--- config.mk ---
export PLATFORM = sky130hd
export DESIGN_NAME = string_to_integer_converter_top_flat
export DESIGN_NICKNAME = d
export VERILOG_FILES = /design/src/hw/rtl/stic_pkg.sv /design/src/hw/rtl/stic_if.sv /design/src/hw/rtl/stic_front.sv /design/src/hw/rtl/stic_queue.sv /design/src/hw/rtl/stic_back.sv /design/src/hw/rtl/string_to_integer_converter_top.sv /design/src/flat_wrapper.sv
export SDC_FILE = /design/constraint.sdc
export NUM_CORES = 2
export LEC_CHECK = 0
export ABC_AREA = 1
export BUFFER_PORTS_ARGS = -buffer_cell sky130_fd_sc_hd__buf_4
export CAP_MARGIN = 5
export CORE_MARGIN = 3
export CORE_UTILIZATION = 60
export DETAILED_ROUTE_END_ITERATION = 7
export GPL_TIMING_DRIVEN = 0
export PLACE_DENSITY = 0.89
export RECOVER_POWER = 50
export SKIP_CTS_REPAIR_TIMING = 1
export SLEW_MARGIN = 20
export SYNTH_ARGS = -nofsm -noshare
export SYNTH_HDL_FRONTEND = slang
export SYNTH_HIERARCHICAL = 1
export SYNTH_SLANG_ARGS = --single-unit
--- constraint.sdc ---
create_clock -name clk -period 13.2 [get_ports clk]
set_clock_uncertainty 0.1 [all_clocks]
set_input_delay 2.64 -clock clk [delete_from_list [all_inputs] [get_ports clk]]
set_output_delay 2.64 -clock clk [all_outputs]
set_load 0.1 [all_outputs]
--- src/hw/rtl/stic_pkg.sv ---
package stic_pkg;

  localparam int ValW   = 64;
  localparam int CharW  = 8;
  localparam int RadixW = 6;
  localparam int DigitW = 6;
  localparam int AddrW  = 4;
  localparam int DataW  = 32;

  // Width of the accumulator product before the overflow check.
  localparam int ProdW  = ValW + RadixW;

  // Queue between the character front end and the accumulator.
  localparam int QDepth = 2;
  localparam int PtrW   = $clog2(QDepth);
  localparam int CntW   = $clog2(QDepth + 1);

  localparam logic [RadixW-1:0] MaxRadix = RadixW'(36);
  localparam logic [RadixW-1:0] DecRadix = RadixW'(10);
  localparam logic [RadixW-1:0] HexRadix = RadixW'(16);
  localparam logic [RadixW-1:0] BinRadix = RadixW'(2);

  localparam logic [CharW-1:0] ChMinus   = 8'h2d;
  localparam logic [CharW-1:0] ChZero    = 8'h30;
  localparam logic [CharW-1:0] ChLowX    = 8'h78;
  localparam logic [CharW-1:0] ChUpX     = 8'h58;
  localparam logic [CharW-1:0] ChLowB    = 8'h62;
  localparam logic [CharW-1:0] ChUpB     = 8'h42;
  localparam logic [CharW-1:0] ChLowA    = 8'h61;
  localparam logic [CharW-1:0] ChLowZ    = 8'h7a;
  localparam logic [CharW-1:0] CaseOff   = 8'h20;
  localparam logic [CharW-1:0] LetterGap = 8'd7;
  localparam logic [CharW-1:0] DecDigits = 8'd10;

  // Register indexes on the configuration port (byte address / 4).
  localparam logic [1:0] RegRadix  = 2'd0;
  localparam logic [1:0] RegWidth  = 2'd1;
  localparam logic [1:0] RegSigned = 2'd2;

  // Output width codes.
  localparam logic [1:0] Width8  = 2'd0;
  localparam logic [1:0] Width16 = 2'd1;
  localparam logic [1:0] Width32 = 2'd2;
  localparam logic [1:0] Width64 = 2'd3;

  typedef enum logic [1:0] {
    K_DIGIT,
    K_INVALID,
    K_MINUS,
    K_SKIP
  } kind_t;

  typedef enum logic [1:0] {
    ST_OK      = 2'd0,
    ST_INVALID = 2'd1,
    ST_RANGE   = 2'd2
  } status_t;

  typedef struct packed {
    kind_t              kind;
    logic [DigitW-1:0]  digit;
    logic [RadixW-1:0]  radix;
    logic               last;
  } item_t;

  typedef struct packed {
    logic [RadixW-1:0] radix_setting;
    logic [1:0]        out_width_code;
    logic              signed_out;
  } cfg_t;

endpackage

--- src/hw/rtl/stic_if.sv ---
interface stic_in_if;
  logic                     valid;
  logic                     ready;
  logic [stic_pkg::CharW-1:0] ch;
  logic                     last;

  modport source (output valid, ch, last, input ready);
  modport sink (input valid, ch, last, output ready);
endinterface

interface stic_out_if;
  logic                      valid;
  logic                      ready;
  logic [stic_pkg::ValW-1:0] value;
  logic [1:0]                status;

  modport source (output valid, value, status, input ready);
  modport sink (input valid, value, status, output ready);
endinterface

--- src/hw/rtl/stic_front.sv ---
module stic_front (
  input  logic                  clk,
  input  logic                  rst,
  stic_in_if.sink               chars,
  input  stic_pkg::cfg_t        cfg,
  input  logic                  q_ready,
  output logic                  push,
  output stic_pkg::item_t       item
);

  logic [1:0]                    pos;
  logic [1:0]                    pos_next;
  logic [stic_pkg::RadixW-1:0]   ar;
  logic [stic_pkg::RadixW-1:0]   ar_next;
  logic                          fwz;
  logic [stic_pkg::RadixW-1:0]   radix;
  logic                          skip;
  logic                          bad;
  logic [stic_pkg::CharW-1:0]    c;
  logic [stic_pkg::CharW-1:0]    folded;
  logic [stic_pkg::CharW-1:0]    d0;
  logic [stic_pkg::CharW-1:0]    d1;

  assign chars.ready = q_ready;
  assign push        = chars.valid && q_ready;
  assign c           = chars.ch;
  assign pos_next    = (pos == 2'd2) ? pos : pos + 2'd1;

  always_comb begin
    skip = 1'b0;
    if (pos == 2'd0) begin
      ar_next = (cfg.radix_setting > stic_pkg::MaxRadix) ? stic_pkg::MaxRadix
                                                        : cfg.radix_setting;
    end else begin
      ar_next = ar;
    end
    // The second character settles an automatic radix: a prefix counts only
    // when more characters follow it.
    if (pos == 2'd1 && ar == '0) begin
      if (fwz && !chars.last && (c == stic_pkg::ChLowX || c == stic_pkg::ChUpX)) begin
        ar_next = stic_pkg::HexRadix;
        skip    = 1'b1;
      end else if (fwz && !chars.last &&
                   (c == stic_pkg::ChLowB || c == stic_pkg::ChUpB)) begin
        ar_next = stic_pkg::BinRadix;
        skip    = 1'b1;
      end else begin
        ar_next = stic_pkg::DecRadix;
      end
    end
    radix = (ar_next == '0) ? stic_pkg::DecRadix : ar_next;

    folded = (c inside {[stic_pkg::ChLowA:stic_pkg::ChLowZ]}) ? c - stic_pkg::CaseOff : c;
    d0     = folded - stic_pkg::ChZero;
    d1     = (d0 >= stic_pkg::DecDigits) ? d0 - stic_pkg::LetterGap : d0;
    bad    = c[stic_pkg::CharW-1] || (folded < stic_pkg::ChZero) ||
             ((d0 >= stic_pkg::DecDigits) && (d1 < stic_pkg::DecDigits)) ||
             (d1 >= {2'b00, radix});

    item.digit = d1[stic_pkg::DigitW-1:0];
    item.radix = radix;
    item.last  = chars.last;
    if (pos == 2'd0 && radix == stic_pkg::DecRadix && c == stic_pkg::ChMinus) begin
      item.kind = stic_pkg::K_MINUS;
    end else if (skip) begin
      item.kind = stic_pkg::K_SKIP;
    end else if (bad) begin
      item.kind = stic_pkg::K_INVALID;
    end else begin
      item.kind = stic_pkg::K_DIGIT;
    end
  end

  always_ff @(posedge clk) begin
    if (rst) begin
      pos <= '0;
      ar  <= '0;
      fwz <= 1'b0;
    end else if (push) begin
      if (chars.last) begin
        pos <= '0;
        ar  <= '0;
        fwz <= 1'b0;
      end else begin
        pos <= pos_next;
        ar  <= ar_next;
        if (pos == 2'd0 && item.kind != stic_pkg::K_MINUS) begin
          fwz <= (c == stic_pkg::ChZero);
        end
      end
    end
  end

endmodule

--- src/hw/rtl/stic_queue.sv ---
module stic_queue (
  input  logic            clk,
  input  logic            rst,
  input  logic            push,
  input  stic_pkg::item_t wr_item,
  output logic            ready,
  input  logic            pop,
  output logic            rd_valid,
  output stic_pkg::item_t rd_item
);

  stic_pkg::item_t             mem [stic_pkg::QDepth];
  logic [stic_pkg::PtrW-1:0]   wr_ptr;
  logic [stic_pkg::PtrW-1:0]   rd_ptr;
  logic [stic_pkg::CntW-1:0]   count;

  assign ready    = (count != stic_pkg::CntW'(stic_pkg::QDepth));
  assign rd_valid = (count != '0);
  assign rd_item  = mem[rd_ptr];

  always_ff @(posedge clk) begin
    if (push) begin
      mem[wr_ptr] <= wr_item;
    end
  end

  always_ff @(posedge clk) begin
    if (rst) begin
      wr_ptr <= '0;
      rd_ptr <= '0;
      count  <= '0;
    end else begin
      if (push) begin
        wr_ptr <= wr_ptr + stic_pkg::PtrW'(1);
      end
      if (pop) begin
        rd_ptr <= rd_ptr + stic_pkg::PtrW'(1);
      end
      if (push && !pop) begin
        count <= count + stic_pkg::CntW'(1);
      end else if (pop && !push) begin
        count <= count - stic_pkg::CntW'(1);
      end
    end
  end

endmodule

--- src/hw/rtl/stic_back.sv ---
module stic_back (
  input  logic            clk,
  input  logic            rst,
  input  stic_pkg::cfg_t  cfg,
  input  logic            q_valid,
  input  stic_pkg::item_t item,
  output logic            pop,
  stic_out_if.source      results
);

  logic [stic_pkg::ValW-1:0]  acc;
  logic [stic_pkg::ValW-1:0]  acc_next;
  stic_pkg::status_t          err;
  stic_pkg::status_t          err_next;
  logic                       neg;
  logic                       neg_next;
  logic [stic_pkg::ProdW-1:0] sum;
  logic                       ovf;

  logic                      fin_valid;
  logic [stic_pkg::ValW-1:0] fin_acc;
  stic_pkg::status_t         fin_err;
  logic                      fin_neg;
  logic                      fin_ready;
  logic                      out_free;

  logic [stic_pkg::ValW-1:0] full;
  logic [stic_pkg::ValW-1:0] lim;
  logic [stic_pkg::ValW-1:0] val;
  stic_pkg::status_t         st;

  assign out_free  = !results.valid || results.ready;
  assign fin_ready = !fin_valid || out_free;
  assign pop       = q_valid && (!item.last || fin_ready);

  // A carry into the top bits of the widened product means the magnitude
  // no longer fits in 64 bits.
  assign sum = ({{stic_pkg::RadixW{1'b0}}, acc} * {{stic_pkg::ValW{1'b0}}, item.radix}) +
               {{stic_pkg::ValW{1'b0}}, item.digit};
  assign ovf = |sum[stic_pkg::ProdW-1:stic_pkg::ValW];

  always_comb begin
    acc_next = acc;
    err_next = err;
    neg_next = neg;
    case (item.kind)
      stic_pkg::K_INVALID: begin
        err_next = stic_pkg::ST_INVALID;
      end
      stic_pkg::K_DIGIT: begin
        if (err == stic_pkg::ST_OK) begin
          if (ovf) begin
            err_next = stic_pkg::ST_RANGE;
          end else begin
            acc_next = sum[stic_pkg::ValW-1:0];
          end
        end
      end
      stic_pkg::K_MINUS: begin
        neg_next = 1'b1;
      end
      default: begin
      end
    endcase
  end

  always_ff @(posedge clk) begin
    if (rst) begin
      acc       <= '0;
      err       <= stic_pkg::ST_OK;
      neg       <= 1'b0;
      fin_valid <= 1'b0;
    end else begin
      if (pop) begin
        if (item.last) begin
          acc <= '0;
          err <= stic_pkg::ST_OK;
          neg <= 1'b0;
        end else begin
          acc <= acc_next;
          err <= err_next;
          neg <= neg_next;
        end
      end
      if (pop && item.last) begin
        fin_valid <= 1'b1;
      end else if (out_free) begin
        fin_valid <= 1'b0;
      end
    end
  end

  always_ff @(posedge clk) begin
    if (pop && item.last) begin
      fin_acc <= acc_next;
      fin_err <= err_next;
      fin_neg <= neg_next;
    end
  end

  // Range check, negation and truncation on the finished magnitude.
  always_comb begin
    case (cfg.out_width_code)
      stic_pkg::Width8:  full = stic_pkg::ValW'(8'hff);
      stic_pkg::Width16: full = stic_pkg::ValW'(16'hffff);
      stic_pkg::Width32: full = stic_pkg::ValW'(32'hffff_ffff);
      default:           full = '1;
    endcase
    lim = (cfg.signed_out || fin_neg) ? (full >> 1) : full;
    if (fin_neg) begin
      lim = lim + stic_pkg::ValW'(1);
    end
    if (fin_err != stic_pkg::ST_OK) begin
      st = fin_err;
    end else if (fin_acc > lim) begin
      st = stic_pkg::ST_RANGE;
    end else begin
      st = stic_pkg::ST_OK;
    end
    val = (st == stic_pkg::ST_OK) ? ((fin_neg ? ('0 - fin_acc) : fin_acc) & full) : '0;
  end

  always_ff @(posedge clk) begin
    if (rst) begin
      results.valid <= 1'b0;
    end else if (out_free) begin
      results.valid <= fin_valid;
    end
  end

  always_ff @(posedge clk) begin
    if (out_free && fin_valid) begin
      results.value  <= val;
      results.status <= st;
    end
  end

endmodule

--- src/hw/rtl/string_to_integer_converter_top.sv ---
// Channel   Role      Beat payload
// chars     sink      ch (8 bits), last (1 bit)
// results   source    value (64 bits), status (2 bits), one beat per string
// apb       slave     radix_setting @0x0, out_width_code @0x4, signed_out @0x8
//
// One character beat is taken every cycle while the two-entry queue between
// the character classifier and the accumulator has room.
// The accumulator does one 64x6 multiply-add per cycle while the queue holds
// an item; a finished result goes via the finish stage to the output register.
// A stalled result holds in the output register while the finish stage and the
// queue absorb the next strings; rst is synchronous and reloads the defaults.
module string_to_integer_converter_top (
  input  logic                        clk,
  input  logic                        rst,
  stic_in_if.sink                     chars,
  stic_out_if.source                  results,
  input  logic                        psel,
  input  logic                        penable,
  input  logic                        pwrite,
  input  logic [stic_pkg::AddrW-1:0]  paddr,
  input  logic [stic_pkg::DataW-1:0]  pwdata,
  output logic [stic_pkg::DataW-1:0]  prdata,
  output logic                        pready
);

  stic_pkg::cfg_t  cfg;
  stic_pkg::item_t f_item;
  stic_pkg::item_t q_item;
  logic            push;
  logic            q_ready;
  logic            q_valid;
  logic            q_pop;

  assign pready = 1'b1;

  always_ff @(posedge clk) begin
    if (rst) begin
      cfg.radix_setting  <= '0;
      cfg.out_width_code <= stic_pkg::Width64;
      cfg.signed_out     <= 1'b1;
    end else if (psel && penable && pwrite) begin
      case (paddr[3:2])
        stic_pkg::RegRadix:  cfg.radix_setting  <= pwdata[stic_pkg::RadixW-1:0];
        stic_pkg::RegWidth:  cfg.out_width_code <= pwdata[1:0];
        stic_pkg::RegSigned: cfg.signed_out     <= pwdata[0];
        default: begin
        end
      endcase
    end
  end

  always_comb begin
    case (paddr[3:2])
      stic_pkg::RegRadix:  prdata = stic_pkg::DataW'(cfg.radix_setting);
      stic_pkg::RegWidth:  prdata = stic_pkg::DataW'(cfg.out_width_code);
      stic_pkg::RegSigned: prdata = stic_pkg::DataW'(cfg.signed_out);
      default:             prdata = '0;
    endcase
  end

  stic_front u_front (
    .clk     (clk),
    .rst     (rst),
    .chars   (chars),
    .cfg     (cfg),
    .q_ready (q_ready),
    .push    (push),
    .item    (f_item)
  );

  stic_queue u_queue (
    .clk      (clk),
    .rst      (rst),
    .push     (push),
    .wr_item  (f_item),
    .ready    (q_ready),
    .pop      (q_pop),
    .rd_valid (q_valid),
    .rd_item  (q_item)
  );

  stic_back u_back (
    .clk     (clk),
    .rst     (rst),
    .cfg     (cfg),
    .q_valid (q_valid),
    .item    (q_item),
    .pop     (q_pop),
    .results (results)
  );

  a_pop_nonempty: assert property (@(posedge clk) disable iff (rst)
    q_pop |-> q_valid)
    else $error("accumulator popped an empty queue");

  a_error_zero_value: assert property (@(posedge clk) disable iff (rst)
    (results.valid && results.status != stic_pkg::ST_OK) |-> (results.value == '0))
    else $error("failed conversion carries a nonzero value");

  a_reset_clears_out: assert property (@(posedge clk)
    rst |=> !results.valid)
    else $error("result valid after reset");

endmodule

--- src/flat_wrapper.sv ---
// flat-port wrapper written by rule: the top's interface ports become plain ports
module string_to_integer_converter_top_flat 
  (clk, rst, psel, penable, pwrite, paddr, pwdata, prdata, pready, chars_valid, chars_ch, chars_last, chars_ready, results_valid, results_value, results_status, results_ready);
  stic_in_if chars_i ();
  stic_out_if results_i ();
  input  logic clk;
  input  logic rst;
  input  logic psel;
  input  logic penable;
  input  logic pwrite;
  input  logic [stic_pkg::AddrW-1:0] paddr;
  input  logic [stic_pkg::DataW-1:0] pwdata;
  output logic [stic_pkg::DataW-1:0] prdata;
  output logic pready;
  input wire logic [$bits(chars_i.valid)-1:0] chars_valid;
  input wire logic [$bits(chars_i.ch)-1:0] chars_ch;
  input wire logic [$bits(chars_i.last)-1:0] chars_last;
  output wire logic [$bits(chars_i.ready)-1:0] chars_ready;
  output wire logic [$bits(results_i.valid)-1:0] results_valid;
  output wire logic [$bits(results_i.value)-1:0] results_value;
  output wire logic [$bits(results_i.status)-1:0] results_status;
  input wire logic [$bits(results_i.ready)-1:0] results_ready;
  assign chars_i.valid = chars_valid;
  assign chars_i.ch = chars_ch;
  assign chars_i.last = chars_last;
  assign chars_ready = chars_i.ready;
  assign results_valid = results_i.valid;
  assign results_value = results_i.value;
  assign results_status = results_i.status;
  assign results_i.ready = results_ready;
  string_to_integer_converter_top u_core (.clk(clk), .rst(rst), .chars(chars_i), .results(results_i), .psel(psel), .penable(penable), .pwrite(pwrite), .paddr(paddr), .pwdata(pwdata), .prdata(prdata), .pready(pready));
endmodule
Word level (Yosys, flattened, before mapping)

Memory sizes are Yosys's and may differ from the RTL's. A register that Yosys moved wholly into a read port is not among the register bits.
Index checks and enable logic that the tools add are counted.

Bits in registers: 224
Memory bits (writable): 30
Memories kept: 1

Memory list:

| memory             | words | width | rd ports | clocked after memory_dff | wr ports | line             | source |
|---|---|---|---|---|---|---|---|
| u_core.u_queue.mem | 2     | 15    | 1        | 1                        | 1        | stic_queue.sv:12 | `stic_pkg::item_t mem [stic_pkg::QDepth];` |

Add/sub/neg operators: 11
Multipliers: 1
$lt $le $gt $ge: 8
Eq/ne operators: 18
Multiplexer cells: 44
Bitwise logic cells: 1
Reduce and logical (&&, ||, !) cells: 51

Operators with widths:

| kind                  | number |
|---|---|
| $mux 64               | 7 |
| $pmux 64 s3           | 1 |
| $add 70x6->70         | 1 |
| $mul 64x6->70         | 1 |
| $add 64x1->64 const B | 1 |
| $and 64x64->64        | 1 |
| $gt 64x64->1          | 1 |
| $sub 1x64->64 const A | 1 |
| $eq 8x7->1 const B    | 4 |
| $mux 6                | 5 |
| $mux 2                | 11 |
| $pmux 6 s3            | 1 |
| $logic_and 1x1->1     | 17 |
| $eq 8x6->1 const B    | 2 |
| $mux 8                | 2 |
| $sub 8x6->8 const B   | 2 |
| $mux 1                | 14 |
| $logic_not 2->1       | 6 |
| $logic_not 6->1       | 2 |
| $reduce_and 2->1      | 5 |
| $reduce_bool 2->1     | 5 |
| $logic_or 1x1->1      | 9 |
| $eq 2x1->1 const B    | 4 |
| $eq 2x2->1 const B    | 4 |
| 18 further kinds      | 27 |

Longest topological paths before layout

Depth after elaboration: 17
Mapped depth: 38
Depth with buffers taken out: 33

Hierarchy

The synthesis kept the hierarchy.

By module, submodules not included:

| module                          | instances | cells each | area each (sq um) |
|---|---|---|---|
| stic_back                       | 1         | 3541       | 26646.8 |
| stic_front                      | 1         | 231        | 1413.9 |
| stic_queue                      | 1         | 80         | 1365.1 |
| string_to_integer_converter_top | 1         | 104        | 713.2 |

Worst setup path after synthesis

OpenSTA, ideal clock, no wires.

Kind: input -> output
Start: in paddr[3] (netlist name)
End: out prdata[2] (netlist name)
Data arrival time: 4.043 ns
Required time: 10.460 ns
Slack: 6.417 ns
Cell stages on the path: 3
Cell sequence: inv_2 nand2_4 nor2_1

Cells in the longest elaborated chain, start to end: 2
Elaborated cells between the ends (all ways): 4
Those cells by class: eq/ne (2); mux (1); reduce/logical (1)

Ends and longest elaborated chain:

| element                            | line                                  | source |
|---|---|---|
| start: declaration                 | flat_wrapper.sv:11                    | `input logic [stic_pkg::AddrW-1:0] paddr;` |
| $eq 2x2->1 (tied with other cells) | string_to_integer_converter_top.sv:53 | `case (paddr[3:2])` |
| $pmux 6 s3 *                       | string_to_integer_converter_top.sv:53 |  |
| end: declaration                   | flat_wrapper.sv:13                    | `output logic [stic_pkg::DataW-1:0] prdata;` |

Every way passes the cells marked *; elsewhere a longest branch is shown, timed or not.

==> results.md <==
- GRT Util Overall: 33.5%
- Final ANT Viol Nets: 0
- Top cell type by total area after synthesis: fa_1
- Synth async-reset ratio: 0%
- Filler cell count: 4,210
- CTS Buf Count: 29
- Largest net degree at the start of global routing: 68
- Vias per cell: 5.48
- # DRC: 0
- Crit path time final: 8900 ps
- Port Buffers: 96
- Unrepaired setup endpoints after global routing: false
- Final hold slack: 359 ps
- RR Endpoint: u_core/u_back/acc[62]$_SDFFE_PP0P_
- Max stage delay cell, worst path: clkbuf_1
- Initial antenna violation count: 2
- EDFF count, synth: 163
- CP required: 13,630 ps
- Top layer in use: met5
- Detailed-route via count: 26,287
- Total gr overflow: 0
- WHS Endpoint: u_core/u_back/neg$_SDFFE_PP0P_
- Simple-Gate Fraction of Synth Area: 26.6%
- CP peak stage delay: 950 ps
- Worst hold stages: 2
- Top cell type's share of synthesized area: 16.7%
- Synth Area in XOR/XNOR: 3.31%
- Number of global-route vias before repair: 26,204
- Status: complete, but fails checks
- Final setup TNS: 0 ps
- Chip Width: 230 um
- Top cell by count, worst path: nand2_1
- FMAX: 112 MHz
- Slew Limit Fails: 80
- First-pass GRT wire length: 139 mm
- Crit-path max FO: 10
- Synth Area in Compound Gates: 7.63%
- CP arrival: 9320 ps
- Tcrit/Tclk final: 67.4%
- Hpwl dp: 71.5 mm
- Worst Reg-to-Reg Cells: 30
- Die Y: 230 um
- Metal2 WL: 40.7 mm
- Critical Path Source Type: flop
- WL/cell: 18.5 um
- DRT met1 WL: 34.6 mm
- Static leakage: 18.4 nW
- Rows: 81
- Largest family of logic cells by synthesized area: simple AND/OR/NAND/NOR gates
- Hold crit path type: flop to flop
- Setup WS post-layout: 4300 ps
- Clock Latency Late Sink: 610 ps
- Most numerous cell in the Yosys netlist: nand2_1
- Crit end category: flop
- GPL Wtd Cong: 1.02
- Initial Util: 61.2%
- Area growth from synthesis to layout: 7.75%
- DR pass1 iterations: 7
- Commonest cells post-synth: 1,028 x nand2_1, 717 x inv_1, 252 x fa_1, 249 x nor2_1, 233 x ha_1
- Yosys reg bits: 255
- DP Worst Slack: 5170 ps
- CTS clock-pin slew for the worst setup and hold paths: 60 ps
- Dpl cells: 4,744
- Adder-Cell Fraction of Synth Area: 26.4%
- Mean Syn Cell Area: 7.62 um2
- Final setup fails: 0
- CTS tree: built
- Metal3 WL: 7.79 mm
- Sink Count: 255
- Post-synthesis mux area share: 0.685%
- Clock Tree Root: clkbuf_16
- Routed WL: 88.8 mm
- Worst hold start: u_core/u_back/neg$_SDFFE_PP0P_
- Share of cells above drive strength 1: 12.2%
- Post-synth cell types: 66
- Overall power: 0.00381 W
- Failing checks: max-capacitance violations, max-slew violations
- H-tree Lvls: 1
- I/O pins: 153
- DR iter-0 viols: 2,570
- Final nets: 4,648
- Synthesized instance count: 3,956
- Cell Area, Synth: 30,100 um2
- Clk buf depth: 3
- Yosys warning count: 6
- Die Area: 53,000 um2
- Pwr dens: 117 nW/um2
- Setup Crit Path Kind: flop to flop
- Post-synth top flop: edfxtp_1
- Synth area leaders: fa_1 17%, edfxtp_1 16%, nand2_1 13%
- Worst vdd ir: 0.000138 V
- Non-filler cells, final: 4,799
- Max-Slew Margin vs Limit: -136%
- Fin. Hold Viols: 0
- Sequential area share after synthesis: 22.4%
- Core ar.: 49,300 um2
- Flop2flop setup slack: 4300 ps
- Worst slew pin tran: 3540 ps
- Number of max-cap violations: 2
worst max-delay path by stage:
stage          startpoint                                  to  slack [ps]  cells past startpoint
6_report             flop  u_core/u_back/acc[62]$_SDFFE_PP0P_        4300                     30
5_1_grt              flop  u_core/u_back/acc[57]$_SDFFE_PP0P_        4100                     35
4_1_cts              flop  u_core/u_back/fin_acc[0]$_DFFE_PP_        5130                     33
3_5_place_dp         flop  u_core/u_back/fin_acc[0]$_DFFE_PP_        5170                     33
3_3_place_gp         flop  u_core/u_back/fin_acc[0]$_DFFE_PP_        5290                     33
2_1_floorplan    paddr[3]                           prdata[2]        6420                      3
state kept, by name, indices dropped and copies added (netlist names), 2 cells and up, named ones only:
| register | count |
|---|---|
| u_core/u_queue/mem | 30 |
| u_core/u_front/ar | 6 |
| u_core/cfg | 9 |
| u_core/u_back/err | 2 |
| u_core/u_back/fin_err | 2 |
| u_core/u_back/results.value | 64 |
| u_core/u_back/acc | 64 |
| u_core/u_front/pos | 2 |
| u_core/u_back/results.status | 2 |
| u_core/u_back/fin_acc | 64 |
| u_core/u_queue/count | 2 |
report_power, final:
group	switching (W)	internal, W	leakage [nW]
Clock	0.000352	0.000468	0.472
Sequential	0.000108	0.00104	2.29
Combinational	0.00144	0.000398	15.6
worst max-delay path: cells and delay by family, from the launching register on:
kind                       cells  cell delay (ps)
DFF                            1              320
muxes                          1              280
AOI/OAI and AO/OA              5             1720
adders and majority gates      5             2510
buffers and inverters          8             2600
and+or+nand+nor               11             1260
placed cells by master (no fill, tap or decap), types with 11 or more instances in the layout:
cell	Yosys	routed
a21oi_1	168	169
a21oi_2	58	57
a31oi_1	12	12
buf_1	14	11
buf_2	39	39
buf_4	45	68
clkbuf_1	80	165
clkbuf_16	0	29
conb_1	2	27
dfxtp_1	92	92
edfxtp_1	163	163
fa_1	252	252
ha_1	233	233
inv_1	717	716
inv_2	18	18
nand2_1	1028	1028
nand2_2	134	134
nand3_1	104	104
nand3_2	60	60
nand4_1	26	26
nor2_1	249	249
nor2_2	14	14
nor3_1	84	84
nor4_1	22	22
o21ai_0	69	71
o21bai_1	22	22
xnor2_1	43	43
xor2_1	71	70
layout make-up:
| class | instances | area (um2) | share of cell area (%) |
|---|---|---|---|
| Tap cell | 664 | 831 | 2.56 |
| Clock inverter | 15 | 170 | 0.524 |
| Sequential cell | 255 | 6740 | 20.7 |
| Antenna cell | 1 | 2.50 | 0.00771 |
| Inverter | 738 | 2770 | 8.54 |
| Buffer | 200 | 1130 | 3.47 |
| Timing Repair Buffer | 99 | 469 | 1.44 |
| Clock buffer | 39 | 793 | 2.44 |
| Multi-Input combinational cell | 2788 | 19600 | 60.3 |
logic make-up (layout without fill, tap and decap cells):
group | after synthesis | after routing
AOI/OAI and AO/OA | 378 | 378
xor gates and xnor gates | 114 | 114
adders and majority gates | 485 | 485
buffers and inverters | 938 | 1091
DFF | 255 | 255
muxes | 15 | 15
other | 2 | 28
and+or+nand+nor | 1769 | 1769
per-layer routing:
| metal | up-vias | global-route usage [%] |
|---|---|---|
| li1 | 12514 | - |
| met1 | 12325 | 40.8 |
| met2 | 1157 | 55.2 |
| met3 | 289 | 7.58 |
| met4 | 2 | 18.2 |
| met5 | - | 0 |
stage by stage:
| stage | cell area, um2 | utilization (%) |
|---|---|---|
| floorplan | 30200 | - |
| global placement | 31800 | 64.5 |
| detailed placement | 31900 | 64.7 |
| CTS | 32800 | 66.7 |
| global route | 32500 | 65.9 |
| finish | 32500 | 65.9 |
No activity file was read; power rests on OpenSTA's default activity.
